===== src/sv/abl_momentum_source_terms_assert.svh =====
// Assertion macros for the momentum source-term block.
// Both forms sample on the rising clock edge.
`ifndef ABL_MOMENTUM_SOURCE_TERMS_ASSERT_SVH
`define ABL_MOMENTUM_SOURCE_TERMS_ASSERT_SVH
`ifndef SYNTHESIS
// Checked outside reset.
`define ABL_MST_ASSERT(lbl, clk, rst, prop, msg) \
   lbl: assert property (@(posedge clk) disable iff (rst) prop) else $error(msg);
// Checked at every edge, reset included.
`define ABL_MST_ASSERT_ALWAYS(lbl, clk, prop, msg) \
   lbl: assert property (@(posedge clk) prop) else $error(msg);
`else
`define ABL_MST_ASSERT(lbl, clk, rst, prop, msg)
`define ABL_MST_ASSERT_ALWAYS(lbl, clk, prop, msg)
`endif
`endif


===== src/sv/abl_mst_pkg.sv =====
package abl_mst_pkg;

   // datapath word, Q16.16 values and Q4.28 gains
   localparam int DATA_WIDTH = 32;
   localparam int GAIN_FRAC  = 28;
   localparam int NUM_REGS   = 8;
   localparam int CSR_IDX_W  = $clog2(NUM_REGS);
   localparam int NUM_STAGES = 9;
   localparam int PROD_WIDTH = 2 * DATA_WIDTH;
   localparam int RND_WIDTH  = PROD_WIDTH + 1;

   typedef logic signed [DATA_WIDTH-1:0] data_type;
   typedef logic signed [PROD_WIDTH-1:0] prod_type;
   typedef logic [RND_WIDTH-1:0]         rnd_type;

   localparam data_type DATA_MAX = {1'b0, {(DATA_WIDTH-1){1'b1}}};
   localparam data_type DATA_MIN = {1'b1, {(DATA_WIDTH-1){1'b0}}};
   // half an LSB of the Q.16 result, seen in the Q.44 product
   localparam rnd_type  RND_HALF = rnd_type'(1) << (GAIN_FRAC - 1);

   // configuration register map
   typedef enum logic [CSR_IDX_W-1:0] {
      CSR_BUOY_GAIN_X = 3'd0,
      CSR_BUOY_GAIN_Y = 3'd1,
      CSR_BUOY_GAIN_Z = 3'd2,
      CSR_REF_TEMP    = 3'd3,
      CSR_COR_SIN     = 3'd4,
      CSR_COR_COS     = 3'd5,
      CSR_FORCING_U   = 3'd6,
      CSR_FORCING_V   = 3'd7
   } csr_reg_type;

   // pipeline control: per-stage load enables and occupancy
   typedef struct packed {
      logic [NUM_STAGES-1:0] adv;
      logic [NUM_STAGES-1:0] vld;
   } pipe_ctl_type;

   // saturating add
   function automatic data_type sat_add(data_type a, data_type b);
      logic [DATA_WIDTH:0] s;
      s = {a[DATA_WIDTH-1], a} + {b[DATA_WIDTH-1], b};
      if (s[DATA_WIDTH] != s[DATA_WIDTH-1]) begin
         return s[DATA_WIDTH] ? DATA_MIN : DATA_MAX;
      end
      return data_type'(s[DATA_WIDTH-1:0]);
   endfunction

   // saturating subtract
   function automatic data_type sat_sub(data_type a, data_type b);
      logic [DATA_WIDTH:0] s;
      s = {a[DATA_WIDTH-1], a} - {b[DATA_WIDTH-1], b};
      if (s[DATA_WIDTH] != s[DATA_WIDTH-1]) begin
         return s[DATA_WIDTH] ? DATA_MIN : DATA_MAX;
      end
      return data_type'(s[DATA_WIDTH-1:0]);
   endfunction

endpackage


===== src/sv/abl_mst_gmul.sv =====
// Gain times value: signed product in one stage, round half up to Q.16
// and saturate in the next.
module abl_mst_gmul (
   input  logic                   clock,
   input  logic                   mul_en,
   input  logic                   rnd_en,
   input  abl_mst_pkg::data_type  gain,
   input  abl_mst_pkg::data_type  value,
   output abl_mst_pkg::data_type  result
);

   abl_mst_pkg::prod_type prod_ff;
   abl_mst_pkg::prod_type prod_in;
   abl_mst_pkg::rnd_type  rnd_sum;
   logic signed [abl_mst_pkg::RND_WIDTH-1:0] rnd_shift;
   logic [abl_mst_pkg::RND_WIDTH-abl_mst_pkg::DATA_WIDTH:0] rnd_top;
   abl_mst_pkg::data_type res_ff;
   abl_mst_pkg::data_type res_in;

   // full-width product, exact
   assign prod_in = abl_mst_pkg::prod_type'(gain) * abl_mst_pkg::prod_type'(value);

   // round, drop fraction bits, clamp to the word
   always_comb begin
      rnd_sum   = {prod_ff[abl_mst_pkg::PROD_WIDTH-1], prod_ff} + abl_mst_pkg::RND_HALF;
      rnd_shift = $signed(rnd_sum) >>> abl_mst_pkg::GAIN_FRAC;
      rnd_top   = rnd_shift[abl_mst_pkg::RND_WIDTH-1:abl_mst_pkg::DATA_WIDTH-1];
      if ((&rnd_top) || ~(|rnd_top)) begin
         res_in = abl_mst_pkg::data_type'(rnd_shift[abl_mst_pkg::DATA_WIDTH-1:0]);
      end else begin
         res_in = rnd_shift[abl_mst_pkg::RND_WIDTH-1] ? abl_mst_pkg::DATA_MIN
                                                       : abl_mst_pkg::DATA_MAX;
      end
   end

   always_ff @(posedge clock) begin
      if (mul_en) begin
         prod_ff <= prod_in;
      end
      if (rnd_en) begin
         res_ff <= res_in;
      end
   end

   assign result = res_ff;

endmodule

===== config.mk =====
export PLATFORM = sky130hd
export DESIGN_NAME = abl_mst_gmul
export DESIGN_NICKNAME = d
export VERILOG_FILES = /design/src/sv/abl_momentum_source_terms_assert.svh /design/src/sv/abl_mst_pkg.sv /design/src/sv/abl_mst_gmul.sv
export SDC_FILE = /design/constraint.sdc
export NUM_CORES = 2
export LEC_CHECK = 0
export BUFFER_PORTS_ARGS = -buffer_cell sky130_fd_sc_hd__clkbuf_2
export CAP_MARGIN = 20
export CORE_ASPECT_RATIO = 1.4
export CORE_MARGIN = 2
export CORE_UTILIZATION = 45
export DETAILED_ROUTE_END_ITERATION = 8
export GPL_ROUTABILITY_DRIVEN = 0
export PLACE_DENSITY_LB_ADDON = 0.08
export SYNTH_ARGS = -nofsm -noshare
export SYNTH_HDL_FRONTEND = slang
export SYNTH_SLANG_ARGS = --single-unit
export TNS_END_PERCENT = 5

===== constraint.sdc =====
create_clock -name clock -period 22.2 [get_ports clock]
set_clock_uncertainty 0.1 [all_clocks]
set_input_delay 2.22 -clock clock [delete_from_list [all_inputs] [get_ports clock]]
set_output_delay 2.22 -clock clock [all_outputs]
set_load 0.005 [all_outputs]

=== Word-level counts from Yosys, hierarchy flattened ===
Cells that the tools add are included.

* Output and inout bits: 32
* Logic and storage cells: 10
* Register bits: 96
* Input port bits: 67

* $add $sub $neg: 1
* Bitwise gates (word level): 1
* Multiply operators: 1
* Reductions and logical operators: 3
* Mux-type cells: 2

{| class="wikitable"
|+ Operators with widths
! cell !! count
|-
| 64-bit by 29-bit adder with 65-bit output (second input constant) || 1
|-
| 32-bit by 32-bit multiplier with 64-bit output || 1
|-
| 32-bit two-way mux || 2
|-
| 6-bit AND reduction || 1
|-
| 6-bit OR reduction || 1
|-
| 1-bit logical OR || 1
|-
| 1-bit NOT || 1
|}

=== Logic depth before layout (Yosys ltp) ===
* Depth after elaboration: 5
* Mapped depth: 27
* Depth with buffers taken out: 26

=== Least setup slack after synthesis ===
No wires, ideal clock.

* Path kind: in2reg
* Start: in gain[31]
* End: reg prod_ff[62] (data pin)
* Data required time: 21842 ps
* Stages on the path: 27
* Setup slack: 12483 ps
* Data arrival time: 9360 ps
* Cell sequence: clkbuf_1 nand2_1 inv_1 fa_1 inv_1 fa_1 fa_1 inv_1 fa_1 inv_1 fa_1 inv_1 fa_1 inv_1 fa_1 inv_1 fa_1 ha_1 a21o_1 a21o_1 a21oi_1 o21ai_0 a221oi_1 a2bb2oi_1 o311ai_2 a21oi_1 xnor2_1

* Cells in the longest elaborated chain, start to end: 1

{| class="wikitable"
|+ Ends and longest elaborated chain
! what !! line !! RTL
|-
| start, declared || abl_mst_gmul.sv:7 || <nowiki>input abl_mst_pkg::data_type gain,</nowiki>
|-
| 32-bit by 32-bit multiplier with 64-bit output || abl_mst_gmul.sv:21 || <nowiki>assign prod_in = abl_mst_pkg::prod_type'(gain) * abl_mst_pkg::prod_type'(value);</nowiki>
|-
| net prod_in[62] || abl_mst_gmul.sv:13 || <nowiki>abl_mst_pkg::prod_type prod_in;</nowiki>
|-
| end signal, assigned || abl_mst_gmul.sv:38 || <nowiki>prod_ff <= prod_in;</nowiki>
|-
| end, declared || abl_mst_gmul.sv:12 || <nowiki>abl_mst_pkg::prod_type prod_ff;</nowiki>
|}

The timed path passes the listed nets, and every way through them passes these cells.
A chain may end at the register's enable or synchronous reset.

=== Worst setup path after layout ===
Ends and elaborated chain as after synthesis.

==> results.json <==
{
  "status": "completed",
  "vias_per_cell": 5.26,
  "netlist_instances": 3918,
  "worstHoldPathCells": 2,
  "initial_core_util": 0.455,
  "drt_first_iter_violations": 1064,
  "detailed_place_hpwl_mm": 92.8,
  "core_um2": 84300,
  "cpMaxStageDelayCell": "sky130_fd_sc_hd__fa_1",
  "hold_worst_slack_ns": 0.637,
  "critPathKind": "in -> reg",
  "netlist_top_cells_area": "sky130_fd_sc_hd__fa_1 56%, sky130_fd_sc_hd__inv_1 9.4%, sky130_fd_sc_hd__and2_1 8.3%, sky130_fd_sc_hd__ha_1 5.9%, sky130_fd_sc_hd__edfxtp_1 5.4%",
  "flow.area_growth_from_synthesis_pct": 4.22,
  "cts_sinks": 69,
  "mappedNetlistNets": 5247,
  "endpoint_of_the_worst_hold_timing_path": "result[4]",
  "ios": 99,
  "worst_setup_path_start_kind": "input pin",
  "synth_seq_cells": 69,
  "antenna_violations_before_repair": 13,
  "floorplan.rows": 126,
  "cts_tree": "built",
  "synthDistinctLibCells": 71,
  "synth_most_common_cell": "sky130_fd_sc_hd__fa_1",
  "crit_path_max_incr_delay_ns": 0.96,
  "setup.reg_to_reg.worst_slack_ns": 18.91,
  "cts-htree-levels": 3,
  "cts_setup_buffers": 0,
  "cts_root_buffer": "sky130_fd_sc_hd__clkbuf_16",
  "hp-start": "prod_ff[32]",
  "detail_route.drc_violations": 0,
  "port_buffers": 98,
  "cts_buffers": 9,
  "cell_taking_the_most_area_after_synthesis": "sky130_fd_sc_hd__fa_1",
  "max_cap_violations": 0,
  "postSynth.topFlopCell": "sky130_fd_sc_hd__edfxtp_1",
  "r2r_start": "prod_ff[30]",
  "crit_path_max_fanout": 32,
  "first_global_vias": 30019,
  "grt.overflow.total": 0,
  "cts.reportedPaths.clkPinSlew_ns": 0.06,
  "drt-wirelength-per-cell_um": 23.2,
  "drt_wl_total_mm": 115,
  "grt_use_total": 0.278,
  "critical_path_required_ns": 22.19,
  "critical_path.endpoint_type": "register",
  "rsz0062_at_grt": "false",
  "number_of_flops_mapped_to_enable_cells_by_yosys": 69,
  "r2r.worst_path.cells": 8,
  "floorplan.die_area_um2": 87600,
  "pre_cts_slack_ns": 11.22,
  "grt_first_pass_wirelength_mm": 179,
  "detail-route-antenna-nets": 0,
  "clockBufferDepth": 2,
  "yosysWarningCount": 0,
  "timing.fmax_mhz": 94.5,
  "worstSkewPairLatency_ns": 0.34,
  "ys_top_cells_by_count": "1081 x sky130_fd_sc_hd__fa_1, 956 x sky130_fd_sc_hd__inv_1, 520 x sky130_fd_sc_hd__nand2_1, 510 x sky130_fd_sc_hd__and2_1, 193 x sky130_fd_sc_hd__clkbuf_1",
  "register_area_share_after_synthesis": 0.0540,
  "path_common_cell": "sky130_fd_sc_hd__fa_1",
  "stdcell_area_um2": 40000,
  "fin_setup_tns_ns": 0,
  "worst_ep_arrival_time_ns": 10.57,
  "post_cts_resize_count": 0,
  "synth-async-reset-ratio": 0,
  "n_fill_cell": 8185,
  "postLayoutSetupSlackWorst_ns": 11.62,
  "setup_viol_count_final": 0,
  "timing.final.crit_share": 0.477,
  "hold_buffers": 0,
  "tightest_slew_ns": 1.10,
  "count_of_pins_over_their_slew_limit": 0,
  "syn_area_um2": 38300,
  "finalWorstPathRequiredPeriod_ns": 10.58,
  "drt-pass1-iter-count": 5,
  "final_net_count": 5189,
  "floorplan.die.height_um": 349,
  "chipWidth_um": 251,
  "rr_endpoint": "result[0]",
  "area_share_of_the_leading_cell_type_in_the_synthesized_netlist": 0.564,
  "maximum_number_of_pins_on_one_net_before_global_route_repair": 38,
  "dpl-instance-area_um2": 39600,
  "share_of_final_layout_standard_cells_stronger_than_drive_strength_1": 0.0533,
  "num_vias": 26071,
  "syn_avg_cell_area_um2": 9.79,
  "finalHoldViolCount": 0,
  "slew_headroom": 0.268,
  "hold_path.class": "reg -> reg"
}
## stage by stage
stage / cells / util
global route: 4954 / 0.474
detailed placement: 4937 / 0.470
finish: 4955 / 0.474
floorplan: 3918 / -
global placement: 4937 / 0.470
CTS: 4953 / 0.474
## cell type report
| class | instances | area (um2) | area share |
|---|---|---|---|
| timing repair buffer | 131 | 738 | 0.0185 |
| sequential | 69 | 2070 | 0.0519 |
| multi-input combinational | 2693 | 31900 | 0.798 |
| clock buffer | 9 | 225 | 0.00564 |
| inverter | 956 | 3590 | 0.0898 |
| tap | 1088 | 1360 | 0.0341 |
| clock inverter | 7 | 82.6 | 0.00207 |
| antenna | 2 | 5.00 | 0.000125 |
## sequential cells by signal (all words and copies together), names as in the netlist
name,cells
prod_ff,37
result,32
## kinds of logic (layout without fill, tap and decap cells)
logic type / count (synthesis) / after routing / synth area share
AO/OA/AOI/OAI: 175 / 175 / 0.0327
XOR/XNOR: 83 / 83 / 0.0190
adder cells (fa/ha/maj): 1262 / 1262 / 0.624
buffers and inverters: 1156 / 1103 / 0.114
flip-flops: 69 / 69 / 0.0540
multiplexers: 1 / 1 / 0.000261
other: 0 / 2 / 0
AND/OR/NAND/NOR: 1172 / 1172 / 0.156
## how the worst max path moves through the flow
stage / endpoint / cells past startpoint / start
5_1_grt: prod_ff[62] / 25 / gain[31]
3_5_place_dp: prod_ff[62] / 25 / gain[31]
6_report: prod_ff[62] / 25 / gain[31]
4_1_cts: prod_ff[62] / 25 / gain[31]
2_1_floorplan: prod_ff[62] / 27 / gain[31]
3_3_place_gp: prod_ff[62] / 25 / gain[31]
## worst max-delay path, delay by kind of cell
| family | cells | cell delay (ns) |
|---|---|---|
| compound gates | 8 | 1.68 |
| buf+inv | 6 | 1.15 |
| xor+xnor | 1 | 0.09 |
| fa+ha+maj | 9 | 5.11 |
| simple gates | 1 | 0.29 |
## routing by layer
metal	routed length, um	global-route usage	vias to the layer above
met5	104	0	-
met4	8420	0.164	18
met1	37900	0.285	14119
met2	65600	0.548	551
li1	-	-	11111
met3	2830	0.0190	272
## cells in the final DEF (no fill, tap or decap), types with 3 or more instances in the layout
master	count
sky130_fd_sc_hd__xnor2_1	46
sky130_fd_sc_hd__a211oi_1	4
sky130_fd_sc_hd__nand3_1	21
sky130_fd_sc_hd__nand2_1	520
sky130_fd_sc_hd__clkbuf_16	9
sky130_fd_sc_hd__buf_4	33
sky130_fd_sc_hd__a21o_1	14
sky130_fd_sc_hd__and3_1	6
sky130_fd_sc_hd__and4_1	3
sky130_fd_sc_hd__o22ai_1	3
sky130_fd_sc_hd__nor2_1	46
sky130_fd_sc_hd__clkbuf_2	98
sky130_fd_sc_hd__nor4_1	4
sky130_fd_sc_hd__xor2_1	37
sky130_fd_sc_hd__and2_1	510
sky130_fd_sc_hd__nand4_1	16
sky130_fd_sc_hd__a31oi_1	4
sky130_fd_sc_hd__a21oi_2	32
sky130_fd_sc_hd__o21bai_1	6
sky130_fd_sc_hd__a21oi_1	53
sky130_fd_sc_hd__edfxtp_1	69
sky130_fd_sc_hd__o21ai_0	23
sky130_fd_sc_hd__a31o_2	4
sky130_fd_sc_hd__and3_4	3
sky130_fd_sc_hd__inv_1	956
sky130_fd_sc_hd__nor3_1	8
sky130_fd_sc_hd__nor2b_1	4
sky130_fd_sc_hd__ha_1	181
sky130_fd_sc_hd__o211ai_1	7
sky130_fd_sc_hd__fa_1	1081
sky130_fd_sc_hd__nand2b_1	11
Power is left out: the tool's default activity adds up to more than one toggle a clock period on the data nets, which glitch-free logic cannot reach.
