$ cat config.mk
export PLATFORM = sky130hd
export DESIGN_NAME = abl_mst_ctl
export DESIGN_NICKNAME = d
export VERILOG_FILES = /design/src/sv/abl_momentum_source_terms_assert.svh /design/src/sv/abl_mst_pkg.sv /design/src/sv/abl_mst_ctl.sv
export SDC_FILE = /design/constraint.sdc
export NUM_CORES = 1
export LEC_CHECK = 0
export BUFFER_PORTS_ARGS = -buffer_cell sky130_fd_sc_hd__buf_2
export CAP_MARGIN = 20
export CORE_AREA = 2 2 39 41
export DETAILED_ROUTE_END_ITERATION = 6
export DIE_AREA = 0 0 41 43
export GPL_ROUTABILITY_DRIVEN = 0
export SYNTH_ARGS = -nofsm -noshare
export SYNTH_HDL_FRONTEND = slang
export SYNTH_SLANG_ARGS = --single-unit
$ cat constraint.sdc
create_clock -name clock -period 3.5 [get_ports clock]
set_input_delay 0.7 -clock clock [delete_from_list [all_inputs] [get_ports clock]]
set_output_delay 0.7 -clock clock [all_outputs]
set_load 0.02 [all_outputs]
$ cat src/sv/abl_momentum_source_terms_assert.svh
// Assertion macros for the momentum source-term block.
// Both forms sample on the rising clock edge.
`ifndef ABL_MOMENTUM_SOURCE_TERMS_ASSERT_SVH
`define ABL_MOMENTUM_SOURCE_TERMS_ASSERT_SVH
`ifndef SYNTHESIS
// Checked outside reset.
`define ABL_MST_ASSERT(lbl, clk, rst, prop, msg) \
   lbl: assert property (@(posedge clk) disable iff (rst) prop) else $error(msg);
// Checked at every edge, reset included.
`define ABL_MST_ASSERT_ALWAYS(lbl, clk, prop, msg) \
   lbl: assert property (@(posedge clk) prop) else $error(msg);
`else
`define ABL_MST_ASSERT(lbl, clk, rst, prop, msg)
`define ABL_MST_ASSERT_ALWAYS(lbl, clk, prop, msg)
`endif
`endif

$ cat src/sv/abl_mst_pkg.sv
package abl_mst_pkg;

   // datapath word, Q16.16 values and Q4.28 gains
   localparam int DATA_WIDTH = 32;
   localparam int GAIN_FRAC  = 28;
   localparam int NUM_REGS   = 8;
   localparam int CSR_IDX_W  = $clog2(NUM_REGS);
   localparam int NUM_STAGES = 9;
   localparam int PROD_WIDTH = 2 * DATA_WIDTH;
   localparam int RND_WIDTH  = PROD_WIDTH + 1;

   typedef logic signed [DATA_WIDTH-1:0] data_type;
   typedef logic signed [PROD_WIDTH-1:0] prod_type;
   typedef logic [RND_WIDTH-1:0]         rnd_type;

   localparam data_type DATA_MAX = {1'b0, {(DATA_WIDTH-1){1'b1}}};
   localparam data_type DATA_MIN = {1'b1, {(DATA_WIDTH-1){1'b0}}};
   // half an LSB of the Q.16 result, seen in the Q.44 product
   localparam rnd_type  RND_HALF = rnd_type'(1) << (GAIN_FRAC - 1);

   // configuration register map
   typedef enum logic [CSR_IDX_W-1:0] {
      CSR_BUOY_GAIN_X = 3'd0,
      CSR_BUOY_GAIN_Y = 3'd1,
      CSR_BUOY_GAIN_Z = 3'd2,
      CSR_REF_TEMP    = 3'd3,
      CSR_COR_SIN     = 3'd4,
      CSR_COR_COS     = 3'd5,
      CSR_FORCING_U   = 3'd6,
      CSR_FORCING_V   = 3'd7
   } csr_reg_type;

   // pipeline control: per-stage load enables and occupancy
   typedef struct packed {
      logic [NUM_STAGES-1:0] adv;
      logic [NUM_STAGES-1:0] vld;
   } pipe_ctl_type;

   // saturating add
   function automatic data_type sat_add(data_type a, data_type b);
      logic [DATA_WIDTH:0] s;
      s = {a[DATA_WIDTH-1], a} + {b[DATA_WIDTH-1], b};
      if (s[DATA_WIDTH] != s[DATA_WIDTH-1]) begin
         return s[DATA_WIDTH] ? DATA_MIN : DATA_MAX;
      end
      return data_type'(s[DATA_WIDTH-1:0]);
   endfunction

   // saturating subtract
   function automatic data_type sat_sub(data_type a, data_type b);
      logic [DATA_WIDTH:0] s;
      s = {a[DATA_WIDTH-1], a} - {b[DATA_WIDTH-1], b};
      if (s[DATA_WIDTH] != s[DATA_WIDTH-1]) begin
         return s[DATA_WIDTH] ? DATA_MIN : DATA_MAX;
      end
      return data_type'(s[DATA_WIDTH-1:0]);
   endfunction

endpackage

$ cat src/sv/abl_mst_ctl.sv
// Valid/ready chain for the datapath: a stage loads when it is empty or
// when the stage after it moves on, so bubbles are squeezed out.
module abl_mst_ctl (
   input  logic                        clock,
   input  logic                        reset,
   input  logic                        req_valid,
   output logic                        req_ready,
   output logic                        rsp_valid,
   input  logic                        rsp_ready,
   output abl_mst_pkg::pipe_ctl_type   pipe_ctl
);

   logic [abl_mst_pkg::NUM_STAGES-1:0] valid_ff;
   logic [abl_mst_pkg::NUM_STAGES-1:0] valid_in;
   logic [abl_mst_pkg::NUM_STAGES-1:0] adv;

   // load enables, from the output side back
   always_comb begin
      adv[abl_mst_pkg::NUM_STAGES-1] = ~valid_ff[abl_mst_pkg::NUM_STAGES-1] | rsp_ready;
      for (int i = abl_mst_pkg::NUM_STAGES - 2; i >= 0; i--) begin
         adv[i] = ~valid_ff[i] | adv[i+1];
      end
   end

   // occupancy moves with the data
   always_comb begin
      valid_in[0] = adv[0] ? req_valid : valid_ff[0];
      for (int i = 1; i < abl_mst_pkg::NUM_STAGES; i++) begin
         valid_in[i] = adv[i] ? valid_ff[i-1] : valid_ff[i];
      end
   end

   always_ff @(posedge clock) begin
      if (reset) begin
         valid_ff <= '0;
      end else begin
         valid_ff <= valid_in;
      end
   end

   assign req_ready    = adv[0];
   assign rsp_valid    = valid_ff[abl_mst_pkg::NUM_STAGES-1];
   assign pipe_ctl.adv = adv;
   assign pipe_ctl.vld = valid_ff;

endmodule

# After elaboration in Yosys (flattened, before gate mapping)
# Cells that the tools add are included.
[totals] output_inout_bits=20 reg_bits=9 word_cells=27 in_bits=4
[op_classes] n_bitwise=18
[ops] cell="$not A1 Y1" count=9
[ops] cell="$or A1 B1 Y1" count=9

# Longest topological paths before layout
# Gate-level depths: netlist of run 1.
[logic_depth] ltp_word=10 ltp_mapped=5 depth_no_buf=3

# Worst setup path after synthesis of run 1
# Ideal clock, no wire load.
[synth_path] path_type="input-to-output" startpoint="input rsp_ready" endpoint="output pipe_ctl[9] in the netlist's numbering" arrival_time_ps=1678 stages=5 path_slack_ps=1122 required_ps=2800 path_buffers=2 cell_sequence="and3b_1 buf_6 nand3_4 or2_1 buf_4"
[synth_rtl] element="from (decl)" line_no="abl_mst_ctl.sv:9" text="input logic rsp_ready,"
[synth_rtl] element="to (decl)" line_no="abl_mst_ctl.sv:10" text="output abl_mst_pkg::pipe_ctl_type pipe_ctl"

==> insert_results.sql, run 1 <==
INSERT INTO impl_metrics (metric_group, metric, value, unit) VALUES
('routing', 'drt-total-wl', '779', 'µm'),
('global_routing', 'antenna_found_initial', '0', ''),
('hold_path', 'worstHoldPathType', 'flop to flop', ''),
('synthesis', 'synthDistinctLibCells', '17', ''),
('layout', 'antenna_cells_inserted', '0', ''),
('critical_path', 'startpoint_class', 'input pin', ''),
('die', 'chipHeight', '43', 'µm'),
('synthesis', 'synthesis.area_per_instance', '8.93', 'µm²'),
('critical_path', 'setup.worst_path.class', 'input pin to primary output', ''),
('pwr', 'worst_ir_drop_vdd', '0.172', 'mV'),
('timing', 'tns', '0', 'ps'),
('cts', 'clock_sink_count', '9', ''),
('pwr', 'power.internal', '0.152', 'mW'),
('routing', 'drt-initial-drc-count', '3', ''),
('synthesis', 'yosys.area.top_type', 'dfxtp_1', ''),
('pwr', 'comb_power_share', '0.052', ''),
('critical_path', 'endpoint_of_the_lowest_slack_register_to_register_path', 'valid_ff[0]$_SDFFE_PP0P_', ''),
('layout', 'nets', '72', ''),
('cts', 'cts_post_setup_buffers_inserted', '0', ''),
('critical_path', 'ff2ff_setup_slack', '2290', 'ps'),
('timing', 'worst_pin_slew', '407', 'ps'),
('global_routing', 'grt_pass1_vias', '282', ''),
('critical_path', 'cp_common_cell', 'buf_2', ''),
('routing', 'number_of_detailed_route_iterations_in_the_first_pass', '3', ''),
('die', 'ioPinCount', '24', ''),
('routing', 'routed-via-count', '355', ''),
('routing', 'wire_per_inst', '9.39', 'µm'),
('cts', 'tritoncts', 'built', ''),
('routing', 'route.layer.met1.wl', '375', 'µm'),
('routing', 'topRoutingLayerUsed', 'met4', ''),
('die', 'core_box_area', '0.00138', 'mm²'),
('run', 'maxCapViolations', '0', ''),
('hold_path', 'whs_path_depth', '2', ''),
('pwr', 'power.sequential.fraction', '0.550', ''),
('synthesis', 'ys_seq_elements', '9', ''),
('timing', 'finalHoldViolations', '0', ''),
('hold_path', 'hp-start', 'valid_ff[7]$_SDFFE_PP0P_', ''),
('pwr', 'power_density', '366', 'mW/mm²'),
('global_routing', 'grt-ovfl-total', '0', ''),
('status', 'outcome', 'completed', ''),
('critical_path', 'path_max_fanout', '10', ''),
('synthesis', 'fraction_of_registers_with_async_set_or_reset_after_synthesis', '0', ''),
('synthesis', 'synth_most_common_cell', 'dfxtp_1', ''),
('synthesis', 'synth_largest_type_area_fraction', '0.449', ''),
('synthesis', 'commonest_cells_in_the_netlist', '9 x dfxtp_1, 7 x a21oi_1, 6 x inv_1', ''),
('timing', 'timing.final.crit_period', '2510', 'ps'),
('synthesis', 'synth_edf_count', '0', ''),
('timing', 'headroom_to_the_max_slew_limit', '0.728', ''),
('cts', 'htree_num_levels', '1', ''),
('critical_path', 'critical_path.endpoint_type', 'primary output', ''),
('pwr', 'power.switching', '0.0404', 'mW'),
('place', 'dp.final_hpwl', '595', 'µm'),
('timing', 'setup_violations', '0', ''),
('routing', 'ant_nets', '0', ''),
('global_routing', 'grt_pass1_wl', '1090', 'µm'),
('routing', 'route.detailed.drc', '0', ''),
('pwr', 'swShare', '0.210', ''),
('timing', 'timing.final.max_slew_violations', '0', ''),
('synthesis', 'netlist_instances', '45', ''),
('global_routing', 'pin_count_of_the_biggest_net_entering_global_routing', '11', ''),
('timing', 'setup_repair_after_global_routing_missed_its_margin', 'false', ''),
('cts', 'tritoncts_buffer_count', '3', ''),
('layout', 'nFillCells', '149', ''),
('cts', 'clk_pin_slew', '60', 'ps'),
('critical_path', 'timing.critical_path.slowest_cell_delay', '460', 'ps'),
('cts', 'clk-insertion-delay-late', '250', 'ps'),
('timing', 'final_worst_slack', '994', 'ps'),
('critical_path', 'worstPathCellList', 'buf_2 -> and3b_1 -> nand3_4 -> or2_1 -> buf_2', ''),
('layout', 'postLayoutCoreUtil', '0.380', ''),
('die', 'row_count', '14', ''),
('layout', 'drive_above_1_share', '0.448', '');
==> worst max-delay path, delay by kind of cell <==
family	cells	cell delay, ps
and+or+nand+nor	3	840
buffers and inverters	2	260
==> stage by stage <==
stage	hold WS, ps	instances	total power [mW]
after floorplan	530	45	0.114
after global placement	445	79	0.118
after detailed placement	452	79	0.118
after CTS	462	83	0.197
after global routing	482	83	0.204
final	457	83	0.192
==> power by group through the flow <==
stage / Clock (mW) / Combinational (mW) / Sequential (mW)
2_1_floorplan: 0 / 0.00398 / 0.110
3_3_place_gp: 0 / 0.0102 / 0.108
3_5_place_dp: 0 / 0.0102 / 0.108
4_1_cts: 0.0809 / 0.0103 / 0.106
5_1_grt: 0.0862 / 0.0112 / 0.106
6_report: 0.0765 / 0.0101 / 0.106
==> worst max-delay path by stage <==
stage	from	to	slack (ps)	cells after the start
final	rsp_ready	pipe_ctl[9]	990	5
after global routing	rsp_ready	pipe_ctl[9]	890	5
after CTS	rsp_ready	pipe_ctl[9]	970	5
after detailed placement	rsp_ready	pipe_ctl[9]	980	5
after global placement	rsp_ready	req_ready	1000	5
after floorplan	rsp_ready	pipe_ctl[9]	1120	5
==> kinds of logic after synthesis <==
kind of cell / share of synthesized area
simple gates: 0.283
compound gates: 0.118
buf+inv: 0.150
flops: 0.449
==> per-layer routing <==
layer	GRT usage	vias to the layer above
li1	-	187
met1	0.114	148
met2	0.128	18
met3	0.0471	2
met4	0.0800	0
met5	0	-
==> cell usage in the layout (no fill, tap or decap) <==
cell      Yosys  final
nand4_2       2      2
o31ai_2       1      1
nand2_1       3      3
or2_1         1      1
nand3_4       1      1
a21oi_1       7      7
and3b_1       1      1
dfxtp_1       9      9
and3_1        1      1
nand3_1       1      1
nand2b_1      2      2
and2_1        1      1
clkbuf_1      1      1
nor2_1        4      4
clkbuf_4      0      3
inv_1         6      6
buf_2         0     23
==> cell type report <==
type                    count  area [µm²]  share of cell area
clock buffers               4        26.3              0.0500
repair buffers             23         115               0.219
multi-input cells          25         161               0.307
flip-flops and latches      9         180               0.343
well taps                  16        20.0              0.0381
inverters                   6        22.5              0.0429
(Power assumes the default switching activity.)
==> run 2: changes to the inputs <==
- clock period: 3.5 -> 2.05 ns (I/O delays scaled with it)
==> insert_results.sql, run 2 (synthesis gave the netlist of run 1 again) <==
INSERT INTO impl_metrics (metric_group, metric, value, unit) VALUES
('pwr', 'power_density', '613', 'mW/mm²'),
('layout', 'mostFrequentLayoutCell', 'buf_2', ''),
('layout', 'largest_register_ff_count', '9', ''),
('pwr', 'power.switching', '0.0719', 'mW'),
('cts', 'clk_pin_slew', '60', 'ps'),
('die', 'fp.dieW', '41', 'µm'),
('layout', 'nets', '74', ''),
('pwr', 'comb_power_share', '0.052', ''),
('critical_path', 'path_max_fanout', '5', ''),
('global_routing', 'grt-ovfl-total', '0', ''),
('place', 'dp.final_hpwl', '706', 'µm'),
('routing', 'drt-initial-drc-count', '0', ''),
('timing', 'timing.final.max_slew_violations', '0', ''),
('place', 'portBuffers', '23', ''),
('die', 'ioPinCount', '24', ''),
('pwr', 'swShare', '0.217', ''),
('cts', 'tritoncts', 'built', ''),
('pwr', 'worst_ir_drop_vdd', '0.243', 'mV'),
('status', 'outcome', 'completed', ''),
('layout', 'drive_above_1_share', '0.464', ''),
('die', 'core_box_area', '0.00138', 'mm²'),
('timing', 'finalHoldViolations', '0', ''),
('cts', 'tritoncts_buffer_count', '3', ''),
('global_routing', 'grt_pass1_vias', '330', ''),
('pwr', 'power.internal', '0.260', 'mW'),
('timing', 'tns', '0', 'ps'),
('routing', 'routed-via-count', '365', ''),
('layout', 'layout.area.seq', '180', 'µm²'),
('layout', 'area_grow_syn2layout', '34.6', '%'),
('critical_path', 'worst-endpoint-arrival', '1430', 'ps'),
('cts', 'cts_resized', '0', ''),
('timing', 'setup_repair_after_global_routing_missed_its_margin', 'false', ''),
('layout', 'max_flop_register', 'valid_ff', ''),
('cts', 'cts_post_setup_buffers_inserted', '0', ''),
('critical_path', 'setup.worst_path.class', 'flop to primary output', ''),
('die', 'initial_core_util', '0.290', ''),
('timing', 'worst_pin_slew', '185', 'ps'),
('cts', 'clk-insertion-delay-late', '260', 'ps'),
('global_routing', 'pin_count_of_the_biggest_net_entering_global_routing', '11', ''),
('critical_path', 'critical_path.endpoint_type', 'primary output', ''),
('cts', 'htree_num_levels', '1', ''),
('cts', 'clk_root_buffer_cell', 'clkbuf_4', ''),
('pwr', 'power.static_leakage', '0.254', 'nW'),
('hold_path', 'worstHoldPathType', 'input pin to flop', ''),
('global_routing', 'grt_pass1_wl', '1300', 'µm'),
('layout', 'nFillCells', '161', ''),
('timing', 'timing.final.crit_period', '1840', 'ps'),
('run', 'maxCapViolations', '0', ''),
('routing', 'wire_per_inst', '10.6', 'µm'),
('layout', 'layout_top_registers', 'valid_ff: 9 flops', ''),
('cts', 'clock_sink_count', '9', ''),
('timing', 'setup_violations', '0', ''),
('routing', 'drt-total-wl', '901', 'µm'),
('pwr', 'clock_power_share', '0.402', ''),
('timing', 'finalClockSkew', '5.74', 'ps'),
('routing', 'ratio_of_routed_vias_to_standard_cells', '4.29', ''),
('layout', 'stdcell_count', '85', ''),
('cts', 'cts-root-to-sink-buffers', '2', ''),
('critical_path', 'cell_count_of_the_worst_reg_to_reg_path', '4', ''),
('die', 'chipHeight', '43', 'µm'),
('layout', 'multi_input_comb_area', '161', 'µm²'),
('routing', 'ant_nets', '0', ''),
('cts', 'post_cts_hold_buffer_count', '0', ''),
('routing', 'route.detailed.drc', '0', ''),
('layout', 'antenna_cells_inserted', '0', ''),
('routing', 'number_of_detailed_route_iterations_in_the_first_pass', '1', ''),
('die', 'die_area', '0.00176', 'mm²'),
('critical_path', 'startpoint_class', 'flop', ''),
('hold_path', 'whs_path_depth', '3', ''),
('timing', 'headroom_to_the_max_slew_limit', '0.877', ''),
('layout', 'layout_common_cells', '23 x buf_2, 9 x dfxtp_1, 7 x a21oi_1', ''),
('die', 'row_count', '14', ''),
('pwr', 'power.sequential.fraction', '0.545', ''),
('place', 'placed_cells', '81', ''),
('timing', 'max_freq', '0.544', 'GHz'),
('global_routing', 'gr-usage-all-layers', '0.112', ''),
('timing', 'final_critical_path_share_of_the_clock_period', '0.897', ''),
('critical_path', 'worst_ep_required', '1640', 'ps'),
('global_routing', 'antenna_found_initial', '0', '');
## run 2: cell types whose count changed in the layout (fill, tap and decap cells not counted)
| cell | before | now |
|---|---|---|
| buf_4 | 0 | 2 |
## run 2: power groups by stage
| stage | clock network (mW) | logic [mW] | registers, mW |
|---|---|---|---|
| finish | 0.133 | 0.0174 | 0.181 |
| global route | 0.145 | 0.0193 | 0.181 |
| CTS | 0.142 | 0.0177 | 0.181 |
| detailed placement | 0 | 0.0176 | 0.185 |
| global placement | 0 | 0.0174 | 0.185 |
| floorplan | 0 | 0.00679 | 0.188 |
## run 2: layout make-up
cell class | count | area share
Sequential cell | 9 | 0.333
Multi-Input combinational cell | 25 | 0.299
Timing Repair Buffer | 25 | 0.241
Clock buffer | 4 | 0.0486
Inverter | 6 | 0.0417
Tap cell | 16 | 0.0370
## run 2: metrics by stage
stage / worst slack, ps / util / hold slack, ps / area [µm²] / total power [mW]
final: 211 / 0.391 / 382 / 541 / 0.332
after global routing: 123 / 0.391 / 395 / 541 / 0.346
after CTS: 190 / 0.391 / 376 / 541 / 0.341
after detailed placement: 361 / 0.372 / 456 / 514 / 0.202
after global placement: 381 / 0.372 / 452 / 514 / 0.202
after floorplan: 213 / - / 530 / 402 / 0.195
## run 2: path summary, 6_finish.rpt
check                                         startpoint                       end  slack (ps)
worst max-delay path            valid_ff[4]$_SDFFE_PP0P_                 req_ready         210
worst max register to register  valid_ff[8]$_SDFFE_PP0P_  valid_ff[3]$_SDFFE_PP0P_         920
worst min-delay path                           req_valid  valid_ff[0]$_SDFFE_PP0P_         380
worst min register to register  valid_ff[7]$_SDFFE_PP0P_  valid_ff[8]$_SDFFE_PP0P_         460
## run 2: critical path, cell delays in order (launching register included)
cell,delay (ps)
dfxtp_1,400
and3_1,260
nand3_4,110
or2_1,240
buf_2,160
## run 2: routing by layer
metal  GRT usage  part of all wire  vias up
li1            -                 -      192
met1       0.117              0.43      153
met2       0.178              0.46       18
met3      0.0314              0.11        2
met4      0.0800            0.0089        0
met5           0                 0        -
